## config.mk

```make
export PLATFORM = sky130hd
export DESIGN_NAME = ascii_set_command_output_module_flat
export DESIGN_NICKNAME = d
export VERILOG_FILES = /design/src/design/ascmd_pkg.sv /design/src/design/ascmd_in_if.sv /design/src/design/ascmd_out_if.sv /design/src/design/ascmd_cfg_if.sv /design/src/design/ascmd_ctrl.sv /design/src/design/ascmd_dp.sv /design/src/design/ascii_set_command_output_module.sv /design/src/flat_wrapper.sv
export SDC_FILE = /design/constraint.sdc
export NUM_CORES = 1
export LEC_CHECK = 0
export BUFFER_PORTS_ARGS = -buffer_cell sky130_fd_sc_hd__buf_2
export CAP_MARGIN = 15
export CORE_MARGIN = 2
export CORE_UTILIZATION = 50
export DETAILED_ROUTE_END_ITERATION = 7
export GPL_ROUTABILITY_DRIVEN = 0
export PLACE_DENSITY_LB_ADDON = 0.15
export SLEW_MARGIN = 20
export SYNTH_ARGS = -nofsm -noshare
export SYNTH_HDL_FRONTEND = slang
export SYNTH_SLANG_ARGS = --single-unit
```

## constraint.sdc

```tcl
create_clock -name clk -period 2.95 [get_ports clk]
set_input_delay 0.59 -clock clk [delete_from_list [all_inputs] [get_ports clk]]
set_output_delay 0.59 -clock clk [all_outputs]
set_load 0.005 [all_outputs]
```

## src/design/ascmd_pkg.sv

```systemverilog
// shared types, codes and character constants of the ascii set command decoder
// no dependencies
`timescale 1ns / 1ps
`default_nettype none

package ascmd_pkg;

    localparam int NUM_OUTPUTS = 8;
    localparam int PIN_W       = 8;

    localparam logic [3:0] MODULE_ID_RESET = 4'd1;

    // input beat kinds
    typedef enum logic [1:0] {
        MODE_BYTE = 2'd0,
        MODE_END  = 2'd1,
        MODE_READ = 2'd2
    } mode_t;

    localparam logic [7:0] CH_SLASH = 8'h2F;
    localparam logic [7:0] CH_S     = 8'h53;
    localparam logic [7:0] CH_E     = 8'h45;
    localparam logic [7:0] CH_T     = 8'h54;
    localparam logic [7:0] CH_DOT   = 8'h2E;
    localparam logic [7:0] CH_EQ    = 8'h3D;
    localparam logic [7:0] CH_COLON = 8'h3A;
    localparam logic [7:0] CH_SEMI  = 8'h3B;
    localparam logic [7:0] CH_ZERO  = 8'h30;
    localparam logic [7:0] CH_ONE   = 8'h31;
    localparam logic [7:0] CH_NINE  = 8'h39;
    localparam logic [7:0] CH_PLUS  = 8'h2B;
    localparam logic [7:0] CH_MINUS = 8'h2D;
    localparam logic [7:0] CH_SPACE = 8'h20;
    localparam logic [7:0] CH_X     = 8'h58;

    // commands from the controller to the datapath
    typedef struct packed {
        logic take_byte;
        logic end_write;
        logic start_reply;
        logic load_eow;
        logic load_reply;
    } ascmd_cmd_t;

    // status from the datapath to the controller
    typedef struct packed {
        logic slot_free;
        logic reply_at_last;
    } ascmd_sts_t;

    // "/SET." frame head, position 0 to 4
    function automatic logic [7:0] frame_head_char(input logic [2:0] pos);
        logic [7:0] c;
        unique case (pos)
            3'd0:    c = CH_SLASH;
            3'd1:    c = CH_S;
            3'd2:    c = CH_E;
            3'd3:    c = CH_T;
            default: c = CH_DOT;
        endcase
        return c;
    endfunction

    // "DONE" or "XXXX"
    function automatic logic [7:0] word_char(input logic done, input logic [1:0] pos);
        logic [7:0] c;
        if (!done)
        begin
            c = CH_X;
        end
        else
        begin
            unique case (pos)
                2'd0:    c = 8'h44;
                2'd1:    c = 8'h4F;
                2'd2:    c = 8'h4E;
                default: c = 8'h45;
            endcase
        end
        return c;
    endfunction

endpackage

`default_nettype wire

```

## src/design/ascmd_in_if.sv

```systemverilog
// input channel: write bytes, end of write and read requests
// no dependencies
`timescale 1ns / 1ps
`default_nettype none

interface ascmd_in_if;
    logic       valid;
    logic       ready;
    logic [1:0] mode;
    logic [7:0] data_byte;

    modport source (output valid, output mode, output data_byte, input ready);
    modport sink   (input valid, input mode, input data_byte, output ready);
endinterface

`default_nettype wire

```

## src/design/ascmd_out_if.sv

```systemverilog
// output channel: reply bytes and end-of-write results
// no dependencies
`timescale 1ns / 1ps
`default_nettype none

interface ascmd_out_if;
    logic       valid;
    logic       ready;
    logic [7:0] reply_byte;
    logic       reply_last;
    logic [7:0] output_pins;
    logic       command_done;

    modport source (output valid, output reply_byte, output reply_last,
                    output output_pins, output command_done, input ready);
    modport sink   (input valid, input reply_byte, input reply_last,
                    input output_pins, input command_done, output ready);
endinterface

`default_nettype wire

```

## src/design/ascmd_cfg_if.sv

```systemverilog
// configuration write channel carrying the module id
// no dependencies
`timescale 1ns / 1ps
`default_nettype none

interface ascmd_cfg_if;
    logic       valid;
    logic       ready;
    logic [3:0] module_id;

    modport source (output valid, output module_id, input ready);
    modport sink   (input valid, input module_id, output ready);
endinterface

`default_nettype wire

```

## src/design/ascmd_ctrl.sv

```systemverilog
// controller state machine: accepts input beats and sequences result beats
// depends on ascmd_pkg
`timescale 1ns / 1ps
`default_nettype none

module ascmd_ctrl
    import ascmd_pkg::*;
(
    input  wire logic       clk,
    input  wire logic       rst_n,
    input  wire logic       in_valid,
    input  wire logic [1:0] in_mode,
    output logic            in_ready,
    input  wire ascmd_sts_t sts,
    output ascmd_cmd_t      cmd
);

    typedef enum logic [2:0] {
        ST_IDLE  = 3'b001,
        ST_EOW   = 3'b010,
        ST_REPLY = 3'b100
    } state_t;

    state_t state_reg;
    state_t state_next;
    mode_t  mode;

    assign mode = mode_t'(in_mode);

    // next state and commands
    always_comb
    begin
        state_next = state_reg;
        cmd        = '0;
        in_ready   = 1'b0;
        unique case (state_reg)
            ST_IDLE:
            begin
                in_ready = 1'b1;
                if (in_valid)
                begin
                    unique case (mode)
                        MODE_BYTE:
                        begin
                            cmd.take_byte = 1'b1;
                        end
                        MODE_END:
                        begin
                            cmd.end_write = 1'b1;
                            state_next    = ST_EOW;
                        end
                        MODE_READ:
                        begin
                            cmd.start_reply = 1'b1;
                            state_next      = ST_REPLY;
                        end
                        default:
                        begin
                            state_next = ST_IDLE;
                        end
                    endcase
                end
            end
            ST_EOW:
            begin
                if (sts.slot_free)
                begin
                    cmd.load_eow = 1'b1;
                    state_next   = ST_IDLE;
                end
            end
            ST_REPLY:
            begin
                if (sts.slot_free)
                begin
                    cmd.load_reply = 1'b1;
                    if (sts.reply_at_last)
                    begin
                        state_next = ST_IDLE;
                    end
                end
            end
            default:
            begin
                state_next = ST_IDLE;
            end
        endcase
    end

    // state register
    always_ff @(posedge clk or negedge rst_n)
    begin
        if (!rst_n)
        begin
            state_reg <= ST_IDLE;
        end
        else
        begin
            state_reg <= state_next;
        end
    end

endmodule

`default_nettype wire

```

## src/design/ascmd_dp.sv

```systemverilog
// datapath: frame matching, command commit, pin levels, reply text and output register
// depends on ascmd_pkg
`timescale 1ns / 1ps
`default_nettype none

module ascmd_dp
    import ascmd_pkg::*;
(
    input  wire logic       clk,
    input  wire logic       rst_n,
    input  wire ascmd_cmd_t cmd,
    output ascmd_sts_t      sts,
    input  wire logic [7:0] data_byte,
    input  wire logic       cfg_write,
    input  wire logic [3:0] cfg_module_id,
    input  wire logic       out_ready,
    output logic            out_valid,
    output logic [7:0]      out_reply_byte,
    output logic            out_reply_last,
    output logic [7:0]      out_output_pins,
    output logic            out_command_done
);

    // frame tracking
    logic [3:0]       byte_pos_reg;
    logic [3:0]       byte_pos_next;
    logic             prefix_ok_reg;
    logic             prefix_ok_next;
    logic             frame_ok_reg;
    logic             frame_ok_next;
    logic [1:0]       pend_len_reg;
    logic [1:0]       pend_len_next;
    logic [7:0]       pend_chars_reg [2];
    logic [7:0]       value_chars_reg [4];

    // committed state
    logic [3:0]       module_id_reg;
    logic [7:0]       num_chars_reg [2];
    logic [1:0]       num_len_reg;
    logic [PIN_W-1:0] pins_reg;
    logic [PIN_W-1:0] pins_next;
    logic             done_reg;
    logic             done_next;
    logic             done_snap_reg;
    logic [3:0]       idx_reg;

    // output register
    logic             out_valid_reg;
    logic [7:0]       out_byte_reg;
    logic             out_last_reg;
    logic [PIN_W-1:0] out_pins_reg;
    logic             out_done_reg;

    logic             commit_num;
    logic             cmd_ok;
    logic             val_ok;
    logic             val_nz;
    logic [7:0]       pin_off;
    logic [7:0]       reply_char;
    logic             reply_last;
    logic [3:0]       len_ext;

    // atol over the four value characters: accept flag and nonzero flag
    function automatic logic [1:0] value_check(input logic [7:0] c0, input logic [7:0] c1,
                                               input logic [7:0] c2, input logic [7:0] c3);
        logic [7:0] ch [4];
        logic [1:0] phase;
        logic       neg;
        logic       nz;
        logic       gt1;
        logic       dig;
        ch[0] = c0;
        ch[1] = c1;
        ch[2] = c2;
        ch[3] = c3;
        phase = 2'd0;
        neg   = 1'b0;
        nz    = 1'b0;
        gt1   = 1'b0;
        for (int i = 0; i < 4; i++)
        begin
            dig = (ch[i] >= CH_ZERO) && (ch[i] <= CH_NINE);
            if (phase == 2'd0)
            begin
                if (ch[i] == CH_SPACE || (ch[i] >= 8'd9 && ch[i] <= 8'd13))
                begin
                    phase = 2'd0;
                end
                else if (ch[i] == CH_PLUS || ch[i] == CH_MINUS)
                begin
                    neg   = (ch[i] == CH_MINUS);
                    phase = 2'd1;
                end
                else if (dig)
                begin
                    gt1   = gt1 | nz | (ch[i] >= CH_ZERO + 8'd2);
                    nz    = nz | (ch[i] != CH_ZERO);
                    phase = 2'd1;
                end
                else
                begin
                    phase = 2'd2;
                end
            end
            else if (phase == 2'd1)
            begin
                if (dig)
                begin
                    gt1 = gt1 | nz | (ch[i] >= CH_ZERO + 8'd2);
                    nz  = nz | (ch[i] != CH_ZERO);
                end
                else
                begin
                    phase = 2'd2;
                end
            end
        end
        return {neg | ~gt1, nz};
    endfunction

    assign {val_ok, val_nz} = value_check(value_chars_reg[0], value_chars_reg[1],
                                          value_chars_reg[2], value_chars_reg[3]);

    // frame matching on each write byte
    always_comb
    begin
        byte_pos_next  = byte_pos_reg;
        prefix_ok_next = prefix_ok_reg;
        frame_ok_next  = frame_ok_reg;
        pend_len_next  = pend_len_reg;
        if (cmd.take_byte && byte_pos_reg != 4'd15)
        begin
            byte_pos_next = byte_pos_reg + 4'd1;
            if (byte_pos_reg < 4'd5)
            begin
                if (data_byte != frame_head_char(byte_pos_reg[2:0]))
                begin
                    prefix_ok_next = 1'b0;
                end
            end
            else if (byte_pos_reg == 4'd5)
            begin
                if (module_id_reg > 4'd9 || data_byte != CH_ZERO + {4'd0, module_id_reg})
                begin
                    prefix_ok_next = 1'b0;
                end
            end
            else if (byte_pos_reg == 4'd6)
            begin
                if (data_byte != CH_DOT)
                begin
                    prefix_ok_next = 1'b0;
                end
            end
            else if (byte_pos_reg <= 4'd8)
            begin
                pend_len_next = 2'(byte_pos_reg - 4'd6);
            end
            else if (byte_pos_reg == 4'd9)
            begin
                if (data_byte != CH_EQ)
                begin
                    frame_ok_next = 1'b0;
                end
            end
            else if (byte_pos_reg == 4'd14)
            begin
                if (data_byte != CH_COLON)
                begin
                    frame_ok_next = 1'b0;
                end
            end
        end
        if (cmd.end_write)
        begin
            byte_pos_next  = 4'd0;
            prefix_ok_next = 1'b1;
            frame_ok_next  = 1'b1;
            pend_len_next  = 2'd0;
        end
    end

    // command commit at end of write
    assign commit_num = prefix_ok_reg && (byte_pos_reg >= 4'd7);
    assign cmd_ok     = commit_num && frame_ok_reg && (byte_pos_reg == 4'd15)
                        && (pend_chars_reg[0] == CH_ZERO)
                        && (pend_chars_reg[1] >= CH_ONE)
                        && (pend_chars_reg[1] <= CH_ZERO + 8'(NUM_OUTPUTS))
                        && val_ok;
    assign pin_off    = pend_chars_reg[1] - CH_ONE;

    always_comb
    begin
        pins_next = pins_reg;
        done_next = done_reg;
        if (cmd.end_write)
        begin
            done_next = cmd_ok;
            if (cmd_ok && pin_off < 8'(PIN_W))
            begin
                pins_next[pin_off[$clog2(PIN_W)-1:0]] = val_nz;
            end
        end
        if (cmd.start_reply)
        begin
            done_next = 1'b0;
        end
    end

    // reply text at the current index
    assign len_ext = {2'd0, num_len_reg};

    always_comb
    begin
        if (idx_reg == 4'd0)
        begin
            reply_char = CH_ZERO + {4'd0, module_id_reg};
        end
        else if (idx_reg == 4'd1)
        begin
            reply_char = CH_DOT;
        end
        else if (idx_reg < 4'd2 + len_ext)
        begin
            reply_char = num_chars_reg[1'(idx_reg - 4'd2)];
        end
        else if (idx_reg == 4'd2 + len_ext)
        begin
            reply_char = CH_DOT;
        end
        else if (idx_reg < 4'd7 + len_ext)
        begin
            reply_char = word_char(done_snap_reg, 2'(idx_reg - 4'd3 - len_ext));
        end
        else
        begin
            reply_char = CH_SEMI;
        end
    end

    assign reply_last = (idx_reg == 4'd7 + len_ext);

    // status back to the controller
    assign sts.slot_free     = !out_valid_reg || out_ready;
    assign sts.reply_at_last = reply_last;

    // control registers
    always_ff @(posedge clk or negedge rst_n)
    begin
        if (!rst_n)
        begin
            byte_pos_reg     <= 4'd0;
            prefix_ok_reg    <= 1'b1;
            frame_ok_reg     <= 1'b1;
            pend_len_reg     <= 2'd0;
            module_id_reg    <= MODULE_ID_RESET;
            num_chars_reg[0] <= CH_X;
            num_chars_reg[1] <= CH_X;
            num_len_reg      <= 2'd2;
            pins_reg         <= '0;
            done_reg         <= 1'b0;
            idx_reg          <= 4'd0;
            out_valid_reg    <= 1'b0;
        end
        else
        begin
            byte_pos_reg  <= byte_pos_next;
            prefix_ok_reg <= prefix_ok_next;
            frame_ok_reg  <= frame_ok_next;
            pend_len_reg  <= pend_len_next;
            pins_reg      <= pins_next;
            done_reg      <= done_next;
            if (cfg_write)
            begin
                module_id_reg <= cfg_module_id;
            end
            if (cmd.end_write && commit_num)
            begin
                num_chars_reg[0] <= pend_chars_reg[0];
                num_chars_reg[1] <= pend_chars_reg[1];
                num_len_reg      <= pend_len_reg;
            end
            if (cmd.start_reply)
            begin
                idx_reg <= 4'd0;
            end
            else if (cmd.load_reply)
            begin
                idx_reg <= idx_reg + 4'd1;
            end
            if (cmd.load_eow || cmd.load_reply)
            begin
                out_valid_reg <= 1'b1;
            end
            else if (out_ready)
            begin
                out_valid_reg <= 1'b0;
            end
        end
    end

    // payload registers
    always_ff @(posedge clk)
    begin
        if (cmd.take_byte && byte_pos_reg >= 4'd7 && byte_pos_reg <= 4'd8)
        begin
            pend_chars_reg[1'(byte_pos_reg - 4'd7)] <= data_byte;
        end
        if (cmd.take_byte && byte_pos_reg >= 4'd10 && byte_pos_reg <= 4'd13)
        begin
            value_chars_reg[2'(byte_pos_reg - 4'd10)] <= data_byte;
        end
        if (cmd.start_reply)
        begin
            done_snap_reg <= done_reg;
        end
        if (cmd.load_eow)
        begin
            out_byte_reg <= 8'd0;
            out_last_reg <= 1'b1;
            out_pins_reg <= pins_reg;
            out_done_reg <= done_reg;
        end
        else if (cmd.load_reply)
        begin
            out_byte_reg <= reply_char;
            out_last_reg <= reply_last;
            out_pins_reg <= pins_reg;
            out_done_reg <= done_snap_reg;
        end
    end

    assign out_valid        = out_valid_reg;
    assign out_reply_byte   = out_byte_reg;
    assign out_reply_last   = out_last_reg;
    assign out_output_pins  = out_pins_reg;
    assign out_command_done = out_done_reg;

endmodule

`default_nettype wire

```

## src/design/ascii_set_command_output_module.sv

```systemverilog
// write byte, end-of-write and read-request beats are taken only while the controller is idle.
// end-of-write result is loaded into the output register from the EOW state once the output slot is free.
// read request: 8 to 10 reply beats, one per cycle unless the output stalls; the next input is
// taken after the reply sequencer has loaded the last beat into the output register.
// asynchronous active-low reset: pins low, done clear, module id 1, reply number "XX".
// top level of the ascii set command decoder; depends on ascmd_pkg, interfaces, ctrl, dp
`timescale 1ns / 1ps
`default_nettype none

module ascii_set_command_output_module
    import ascmd_pkg::*;
(
    input  wire logic    clk,
    input  wire logic    rst_n,
    ascmd_in_if.sink     cmd_in,
    ascmd_out_if.source  rsp_out,
    ascmd_cfg_if.sink    cfg
);

    ascmd_cmd_t cmd;
    ascmd_sts_t sts;

    // configuration is always taken
    assign cfg.ready = 1'b1;

    // controller
    ascmd_ctrl u_ctrl (
        .clk      (clk),
        .rst_n    (rst_n),
        .in_valid (cmd_in.valid),
        .in_mode  (cmd_in.mode),
        .in_ready (cmd_in.ready),
        .sts      (sts),
        .cmd      (cmd)
    );

    // datapath
    ascmd_dp u_dp (
        .clk              (clk),
        .rst_n            (rst_n),
        .cmd              (cmd),
        .sts              (sts),
        .data_byte        (cmd_in.data_byte),
        .cfg_write        (cfg.valid),
        .cfg_module_id    (cfg.module_id),
        .out_ready        (rsp_out.ready),
        .out_valid        (rsp_out.valid),
        .out_reply_byte   (rsp_out.reply_byte),
        .out_reply_last   (rsp_out.reply_last),
        .out_output_pins  (rsp_out.output_pins),
        .out_command_done (rsp_out.command_done)
    );

endmodule

`default_nettype wire

```

## src/flat_wrapper.sv

```systemverilog
// flat-port wrapper written by rule: the top's interface ports become plain ports
module ascii_set_command_output_module_flat import ascmd_pkg::*;
  (clk, rst_n, cmd_in_valid, cmd_in_mode, cmd_in_data_byte, cmd_in_ready, rsp_out_valid, rsp_out_reply_byte, rsp_out_reply_last, rsp_out_output_pins, rsp_out_command_done, rsp_out_ready, cfg_valid, cfg_module_id, cfg_ready);
  ascmd_in_if cmd_in_i ();
  ascmd_out_if rsp_out_i ();
  ascmd_cfg_if cfg_i ();
  input  wire logic clk;
  input  wire logic rst_n;
  input wire logic [$bits(cmd_in_i.valid)-1:0] cmd_in_valid;
  input wire logic [$bits(cmd_in_i.mode)-1:0] cmd_in_mode;
  input wire logic [$bits(cmd_in_i.data_byte)-1:0] cmd_in_data_byte;
  output wire logic [$bits(cmd_in_i.ready)-1:0] cmd_in_ready;
  output wire logic [$bits(rsp_out_i.valid)-1:0] rsp_out_valid;
  output wire logic [$bits(rsp_out_i.reply_byte)-1:0] rsp_out_reply_byte;
  output wire logic [$bits(rsp_out_i.reply_last)-1:0] rsp_out_reply_last;
  output wire logic [$bits(rsp_out_i.output_pins)-1:0] rsp_out_output_pins;
  output wire logic [$bits(rsp_out_i.command_done)-1:0] rsp_out_command_done;
  input wire logic [$bits(rsp_out_i.ready)-1:0] rsp_out_ready;
  input wire logic [$bits(cfg_i.valid)-1:0] cfg_valid;
  input wire logic [$bits(cfg_i.module_id)-1:0] cfg_module_id;
  output wire logic [$bits(cfg_i.ready)-1:0] cfg_ready;
  assign cmd_in_i.valid = cmd_in_valid;
  assign cmd_in_i.mode = cmd_in_mode;
  assign cmd_in_i.data_byte = cmd_in_data_byte;
  assign cmd_in_ready = cmd_in_i.ready;
  assign rsp_out_valid = rsp_out_i.valid;
  assign rsp_out_reply_byte = rsp_out_i.reply_byte;
  assign rsp_out_reply_last = rsp_out_i.reply_last;
  assign rsp_out_output_pins = rsp_out_i.output_pins;
  assign rsp_out_command_done = rsp_out_i.command_done;
  assign rsp_out_i.ready = rsp_out_ready;
  assign cfg_i.valid = cfg_valid;
  assign cfg_i.module_id = cfg_module_id;
  assign cfg_ready = cfg_i.ready;
  ascii_set_command_output_module u_core (.clk(clk), .rst_n(rst_n), .cmd_in(cmd_in_i), .rsp_out(rsp_out_i), .cfg(cfg_i));
endmodule
```

==> impl_metrics.py, run 1 <==
metrics = {
    "status": {
        "status": "finished clean",
    },
    "flow_run": {
        "drv_cap": 0,
    },
    "timing": {
        "period_needed_ns": 2.71,
        "setup_viol": 0,
        "fin_crit_sh": 0.918,
        "slew_violations": 0,
        "fin_worst_skew_ns": 0.00764,
        "setup-tns-final_ns": 0,
        "tightest_slew_ns": 0.692,
        "hold_violations": 0,
        "slew_headroom": 0.537,
        "rsz0062_at_grt": "false",
        "setup_ws_ns": 0.243,
        "clock.fmax_ghz": 0.369,
    },
    "critical_path": {
        "path_buf_inv": 0,
        "path_delay_family": "simple AND/OR/NAND/NOR gates",
        "timing.rr.start": "u_core.u_dp.value_chars_reg[1][1]$_DFFE_PP_",
        "worstSetupPathType": "reg2reg",
        "reg2reg_depth": 7,
        "cpPeakStageDelay_ns": 0.60,
        "critPathCaptureType": "flop",
        "crit_path_cell_trace": "or4b_4, a211oi_4, or2_2, o221ai_1, nor3_2, a221oi_1, mux2i_1",
        "regToRegEndpoint": "u_core.u_dp.pins_reg[4]$_DFFE_PN0P_",
        "path_max_fanout": 9,
        "cp_data_arrival_time_ns": 2.99,
        "start_kind": "flop",
        "worstSetupEndpoint": "u_core.u_dp.pins_reg[4]$_DFFE_PN0P_",
        "required_ns": 3.23,
        "ff2ff_setup_slack_ns": 0.24,
        "crit_cells": 7,
        "cpMaxStageDelayCell": "or4b_4",
        "critPathLaunch": "u_core.u_dp.value_chars_reg[1][1]$_DFFE_PP_",
    },
    "clock_network": {
        "cts_root_buffer": "clkbuf_16",
        "cts_buffer_depth": 2,
        "ctsHtreeMaxLevel": 4,
        "cts_buffers": 17,
        "cts_tree": "yes",
        "cts_hold_buf": 0,
        "clock_latency_ns": 0.41,
        "clk_pin_slew_worst_paths_ns": 0.05,
        "cts_num_sinks": 114,
    },
    "logic_synthesis": {
        "ys_ff_latch": 114,
        "synth_area_leader_cell": "edfxtp_1",
        "syn_area_per_cell_um2": 11.1,
        "ys_seq_area_frac": 0.509,
        "synth_cell_types": 76,
        "async_flop_share": 0.412,
        "ys_top_cells_by_area": "edfxtp_1 29%, dfrtp_1 15%, ha_1 5.1%",
        "synth_top_area_frac": 0.285,
        "yosysWarnings": 0,
        "synth_common_cells": "58 x edfxtp_1, 49 x nor2_1, 41 x nand2_1",
        "syn_nets": 596,
        "synth_cells": 552,
        "synth_edf_count": 58,
        "synth_area_um2": 6110,
        "synth-main-ff-cell": "edfxtp_1",
        "yosysMostFrequentCell": "edfxtp_1",
    },
    "floorplanning": {
        "die_h_um": 115,
        "core.rowCount": 40,
        "die_area_um2": 13100,
        "io_pins": 40,
        "fp.dieW_um": 115,
        "initial_core_util": 0.511,
        "coreArea_um2": 12000,
    },
    "grt": {
        "grt_first_pass_wirelength_um": 22300,
        "grt-ovfl-total": 0,
        "antenna_found_initial": 0,
        "grt_pass1_vias": 4410,
        "grt_max_degree": 35,
        "grtUsageTotal": 0.223,
    },
    "placement": {
        "place_hpwl_um": 9650,
        "pre_cts_ws_ns": 0.165,
        "portBuffers": 38,
        "numPlacedInstances": 735,
    },
    "drt": {
        "wirelength_um": 13500,
        "drt-vias-per-instance": 5.88,
        "vias": 4513,
        "drc": 0,
        "first_iter_violations": 354,
        "dr.pass1.iters": 5,
        "wl_per_cell_um": 17.6,
        "ant_nets": 0,
    },
    "cells_and_area": {
        "largest_reg_flops": 32,
        "drive_gt1_frac": 0.224,
        "fillCellCount": 990,
        "area_delta_synth_final_pct": 16.0,
        "diodes": 0,
        "nets": 652,
        "instances_no_fill": 768,
    },
    "worst_hold_path": {
        "hold_path_class": "in2async",
    },
    "power_and_ir_drop": {
        "vdd_ir_drop_max_v": 0.000491,
        "power_density_nw_per_um2": 650,
        "p_leak_nw": 2.79,
    },
}
## per-stage QoR
step           hold WS [ns]  utilization  total power, mW  cell area [um2]
2_1_floorplan         0.294            -             2.47             6110
3_3_place_gp          0.419        0.544             2.71             6510
3_5_place_dp          0.430        0.544             2.73             6510
4_1_cts              0.0688        0.590             4.64             7060
5_1_grt              0.0773        0.592             4.84             7090
6_report             0.0797        0.592             4.61             7090
## power by group
group          switching (mW)  total [mW]  internal [mW]
registers               0.135        1.97           1.84
logic                   0.408       0.733          0.324
clock network           0.658        1.90           1.24
total                    1.20        4.61           3.41
## layer usage
metal  GRT usage  up-vias  part of all wire
li1            -     2183                 -
met1       0.311     2189              0.48
met2       0.333      127              0.46
met3      0.0646       14             0.051
met4      0.0740        0             0.012
met5           0        -                 0
## layout by cell type (no fill, tap or decap), types with 4 or more instances in the layout
| cell | netlist | routed |
|---|---|---|
| a211oi_1 | 5 | 5 |
| a21oi_1 | 14 | 14 |
| a221oi_1 | 10 | 10 |
| and2_1 | 4 | 4 |
| buf_2 | 2 | 38 |
| buf_4 | 1 | 15 |
| clkbuf_1 | 11 | 7 |
| clkbuf_16 | 0 | 18 |
| clkinv_2 | 0 | 4 |
| dfrtp_1 | 36 | 36 |
| dfstp_2 | 11 | 11 |
| dfxtp_1 | 9 | 9 |
| edfxtp_1 | 58 | 58 |
| ha_1 | 25 | 25 |
| inv_1 | 31 | 31 |
| mux2_2 | 25 | 25 |
| mux2i_1 | 14 | 14 |
| nand2_1 | 41 | 41 |
| nand3_1 | 11 | 11 |
| nand3b_1 | 5 | 5 |
| nand4_1 | 14 | 14 |
| nor2_1 | 49 | 49 |
| nor2b_1 | 8 | 8 |
| nor3_1 | 14 | 14 |
| nor3b_1 | 5 | 4 |
| o211ai_1 | 11 | 11 |
| o21a_1 | 4 | 4 |
| o21ai_0 | 25 | 25 |
| o21ai_1 | 4 | 4 |
| or3_1 | 4 | 4 |
| or4_1 | 5 | 5 |
| xnor2_1 | 8 | 8 |
| xor2_1 | 11 | 11 |
## cells by family (layout without fill, tap and decap cells)
kind of cell	Yosys count	after routing	synth area share
AOI/OAI and AO/OA	111	111	0.136
DFF	114	114	0.509
other	1	1	0.000614
adders and majority gates	25	25	0.0512
xor gates and xnor gates	19	19	0.0272
muxes	39	39	0.0690
and+or+nand+nor	196	196	0.175
buffers and inverters	47	116	0.0324
## how the worst min path moves through the flow
stage | slack [ns] | startpoint | endpoint | cells past startpoint
2_1_floorplan | 0.29 | rst_n | u_core.u_ctrl.state_reg[1]$_DFFE_PN0P_ | 0
3_3_place_gp | 0.42 | u_core.u_dp.out_reply_byte[2]$_SDFFE_PP0P_ | u_core.u_dp.out_reply_byte[2]$_SDFFE_PP0P_ | 2
3_5_place_dp | 0.43 | u_core.u_dp.out_reply_byte[2]$_SDFFE_PP0P_ | u_core.u_dp.out_reply_byte[2]$_SDFFE_PP0P_ | 2
4_1_cts | 0.07 | rst_n | u_core.u_dp.idx_reg[0]$_DFFE_PN0P_ | 1
5_1_grt | 0.08 | rst_n | u_core.u_dp.idx_reg[0]$_DFFE_PN0P_ | 1
6_report | 0.08 | rst_n | u_core.u_dp.idx_reg[0]$_DFFE_PN0P_ | 1
## cell type report
| class | instances | area (um2) | area share |
|---|---|---|---|
| tap | 147 | 184 | 0.0260 |
| multi-input combinational | 391 | 2820 | 0.397 |
| clock buffer | 27 | 504 | 0.0712 |
| inverter | 31 | 116 | 0.0164 |
| sequential | 114 | 3110 | 0.439 |
| timing repair buffer | 53 | 303 | 0.0427 |
| clock inverter | 5 | 50.0 | 0.00706 |
## what timing repair did
item	4_1_cts	5_1_grt
resized for setup	0	3
buffers inserted	0	1
setup endpoints to repair	0	8
## worst reg2reg max path, delay by kind of cell (launching register included)
| family | cells | cell delay [ns] |
|---|---|---|
| AND/OR/NAND/NOR | 3 | 1.26 |
| AO/OA/AOI/OAI | 3 | 0.67 |
| multiplexers | 1 | 0.15 |
| flip-flops | 1 | 0.50 |
No activity file was read; power rests on OpenSTA's default activity.
==> inputs of run 2 (changes only) <==
--- a/config.mk
+++ b/config.mk
@@ -9,6 +9,7 @@
 export CAP_MARGIN = 15
 export CORE_MARGIN = 2
 export CORE_UTILIZATION = 50
+export CTS_BUF_LIST = sky130_fd_sc_hd__clkbuf_2
 export DETAILED_ROUTE_END_ITERATION = 7
 export GPL_ROUTABILITY_DRIVEN = 0
 export PLACE_DENSITY_LB_ADDON = 0.15
==> impl_metrics.py, run 2 (synthesis gave the netlist of run 1 again) <==
metrics = {
    "floorplanning": {
        "initial_core_util": 0.511,
        "core.rowCount": 40,
        "die_h_um": 115,
        "coreArea_um2": 12000,
        "io_pins": 40,
        "fp.dieW_um": 115,
        "die_area_um2": 13100,
    },
    "clock_network": {
        "cts_tree": "yes",
        "clock_latency_ns": 0.66,
        "cts_root_buffer": "clkbuf_2",
        "cts_buffer_depth": 2,
        "cts_buffers": 17,
        "clk_pin_slew_worst_paths_ns": 0.17,
        "ctsHtreeMaxLevel": 4,
        "cts_num_sinks": 114,
    },
    "critical_path": {
        "cp_data_arrival_time_ns": 3.36,
        "critPathCaptureType": "flop",
        "worstSetupPathType": "reg2reg",
        "start_kind": "flop",
        "path_max_fanout": 9,
        "required_ns": 3.53,
        "cpPeakStageDelay_ns": 0.59,
        "crit_path_cell_trace": "or4b_4, a211oi_4, nor2_1, o31ai_2, a2111oi_4, buf_4, a221oi_1, mux2i_1",
        "cpMaxStageDelayCell": "or4b_4",
    },
    "grt": {
        "grt-ovfl-total": 0,
        "grtUsageTotal": 0.220,
        "antenna_found_initial": 0,
        "grt_pass1_vias": 4384,
        "grt_max_degree": 35,
        "grt_first_pass_wirelength_um": 22100,
    },
    "cells_and_area": {
        "largest_reg_flops": 32,
        "drive_gt1_frac": 0.235,
        "instances_no_fill": 772,
        "final_cell_mix": "58 x edfxtp_1, 49 x nor2_1, 41 x nand2_1",
        "mostFrequentLayoutCell": "edfxtp_1",
        "multi_input_area_um2": 2820,
        "area_delta_synth_final_pct": 10.9,
        "fillCellCount": 1036,
        "final_util": 0.566,
        "register_area_um2": 3110,
        "diodes": 0,
        "nets": 656,
    },
    "power_and_ir_drop": {
        "p_leak_nw": 2.68,
        "clkPwrFrac": 0.261,
        "netSwitchingPower_mw": 1.09,
        "vdd_ir_drop_max_v": 0.000331,
        "p_seq_frac": 0.538,
        "intPower_mw": 2.56,
        "power_density_nw_per_um2": 539,
        "pwr-share-comb": 0.201,
        "p_sw_frac": 0.299,
    },
    "drt": {
        "topRoutingLayerUsed": "met4",
        "drc": 0,
        "drt-vias-per-instance": 5.80,
        "first_iter_violations": 350,
        "vias": 4480,
        "dr_wl_met2_um": 6120,
        "dr.pass1.iters": 5,
        "wl_per_cell_um": 17.4,
        "drt-met1-wl_um": 6520,
        "wirelength_um": 13400,
        "wl_met3_um": 575,
        "ant_nets": 0,
    },
    "timing": {
        "slew_violations": 0,
        "hold_violations": 0,
        "slew_headroom": 0.536,
        "clock.fmax_ghz": 0.359,
        "setup-tns-final_ns": 0,
        "tightest_slew_ns": 0.693,
        "setup_viol": 0,
        "period_needed_ns": 2.78,
        "setup_ws_ns": 0.165,
        "fin_crit_sh": 0.944,
        "rsz0062_at_grt": "false",
        "fin_worst_skew_ns": 0.0263,
    },
    "placement": {
        "portBuffers": 38,
        "pre_cts_ws_ns": 0.165,
        "numPlacedInstances": 735,
        "place_hpwl_um": 9650,
    },
    "flow_run": {
        "drv_cap": 0,
    },
    "worst_hold_path": {
        "hold_path_class": "in2reg",
    },
    "status": {
        "status": "finished clean",
    },
}
[run 2: cell count changes in the layout (fill, tap and decap cells not counted), sizes merged]
cell	before	now
clkbuf	27	24
clkinv	4	6
bufinv	1	2
buf	53	56
dlygate4sd3	0	1
[run 2: final timing paths]
check | to | from | slack (ns) | cells after the start
worst max-delay path | u_core.u_dp.pins_reg[4]$_DFFE_PN0P_ | u_core.u_dp.value_chars_reg[1][1]$_DFFE_PP_ | 0.17 | 8
worst min-delay path | u_core.u_dp.module_id_reg[2]$_DFFE_PN0P_ | cfg_module_id[2] | 0.14 | 2
worst max register to register | u_core.u_dp.pins_reg[4]$_DFFE_PN0P_ | u_core.u_dp.value_chars_reg[1][1]$_DFFE_PP_ | 0.17 | 8
worst min register to register | u_core.u_dp.out_reply_byte[2]$_SDFFE_PP0P_ | u_core.u_dp.out_reply_byte[2]$_SDFFE_PP0P_ | 0.45 | 2
max in group asynchronous | u_core.u_dp.num_chars_reg[12]$_DFFE_PN1P_ | rst_n | 1.79 | 3
min in group asynchronous | u_core.u_dp.num_chars_reg[7]$_DFFE_PN0P_ | rst_n | 0.34 | 2
[run 2: metrics by stage]
step	instance area (um2)	total power [mW]	hold WS, ns
2_1_floorplan	6110	2.47	0.294
5_1_grt	6770	3.87	0.0624
3_5_place_dp	6510	2.73	0.430
3_3_place_gp	6510	2.71	0.419
6_report	6770	3.65	0.144
4_1_cts	6720	3.67	0.0698
[run 2: worst max-delay path: cells and delay by family, from the launching register on]
| family | cells | cell delay [ns] |
|---|---|---|
| mux | 1 | 0.22 |
| simple gates | 2 | 0.67 |
| buf+inv | 1 | 0.18 |
| compound gates | 4 | 1.10 |
| flops | 1 | 0.53 |
[run 2: layer usage]
| layer | vias up | GRT usage |
|---|---|---|
| met5 | - | 0 |
| met4 | 0 | 0.0707 |
| met3 | 19 | 0.0540 |
| met2 | 107 | 0.334 |
| met1 | 2170 | 0.312 |
| li1 | 2184 | - |
[run 2: repair_timing]
action / 4_1_cts / 5_1_grt
setup buffers: 0 / 4
hold buffers: 1 / 0
endpoints found under the setup margin: 0 / 8
resized for setup: 0 / 3
hold endpoints to repair: 13 / 0
[run 2: layout make-up]
cell class                 instances  share of cell area
clock buffer                      24              0.0177
clock inverter                     8              0.0129
inverter                          31              0.0172
multi-input combinational        391               0.416
sequential                       114               0.460
tap                              147              0.0272
timing repair buffer              57              0.0495
[run 2: power by group through the flow]
stage | logic, mW | clock network (mW) | registers (mW)
after floorplan | 0.520 | 0 | 1.95
after global placement | 0.714 | 0 | 1.99
after detailed placement | 0.731 | 0 | 2.00
after CTS | 0.735 | 0.973 | 1.96
after global routing | 0.830 | 1.06 | 1.99
final | 0.734 | 0.952 | 1.96
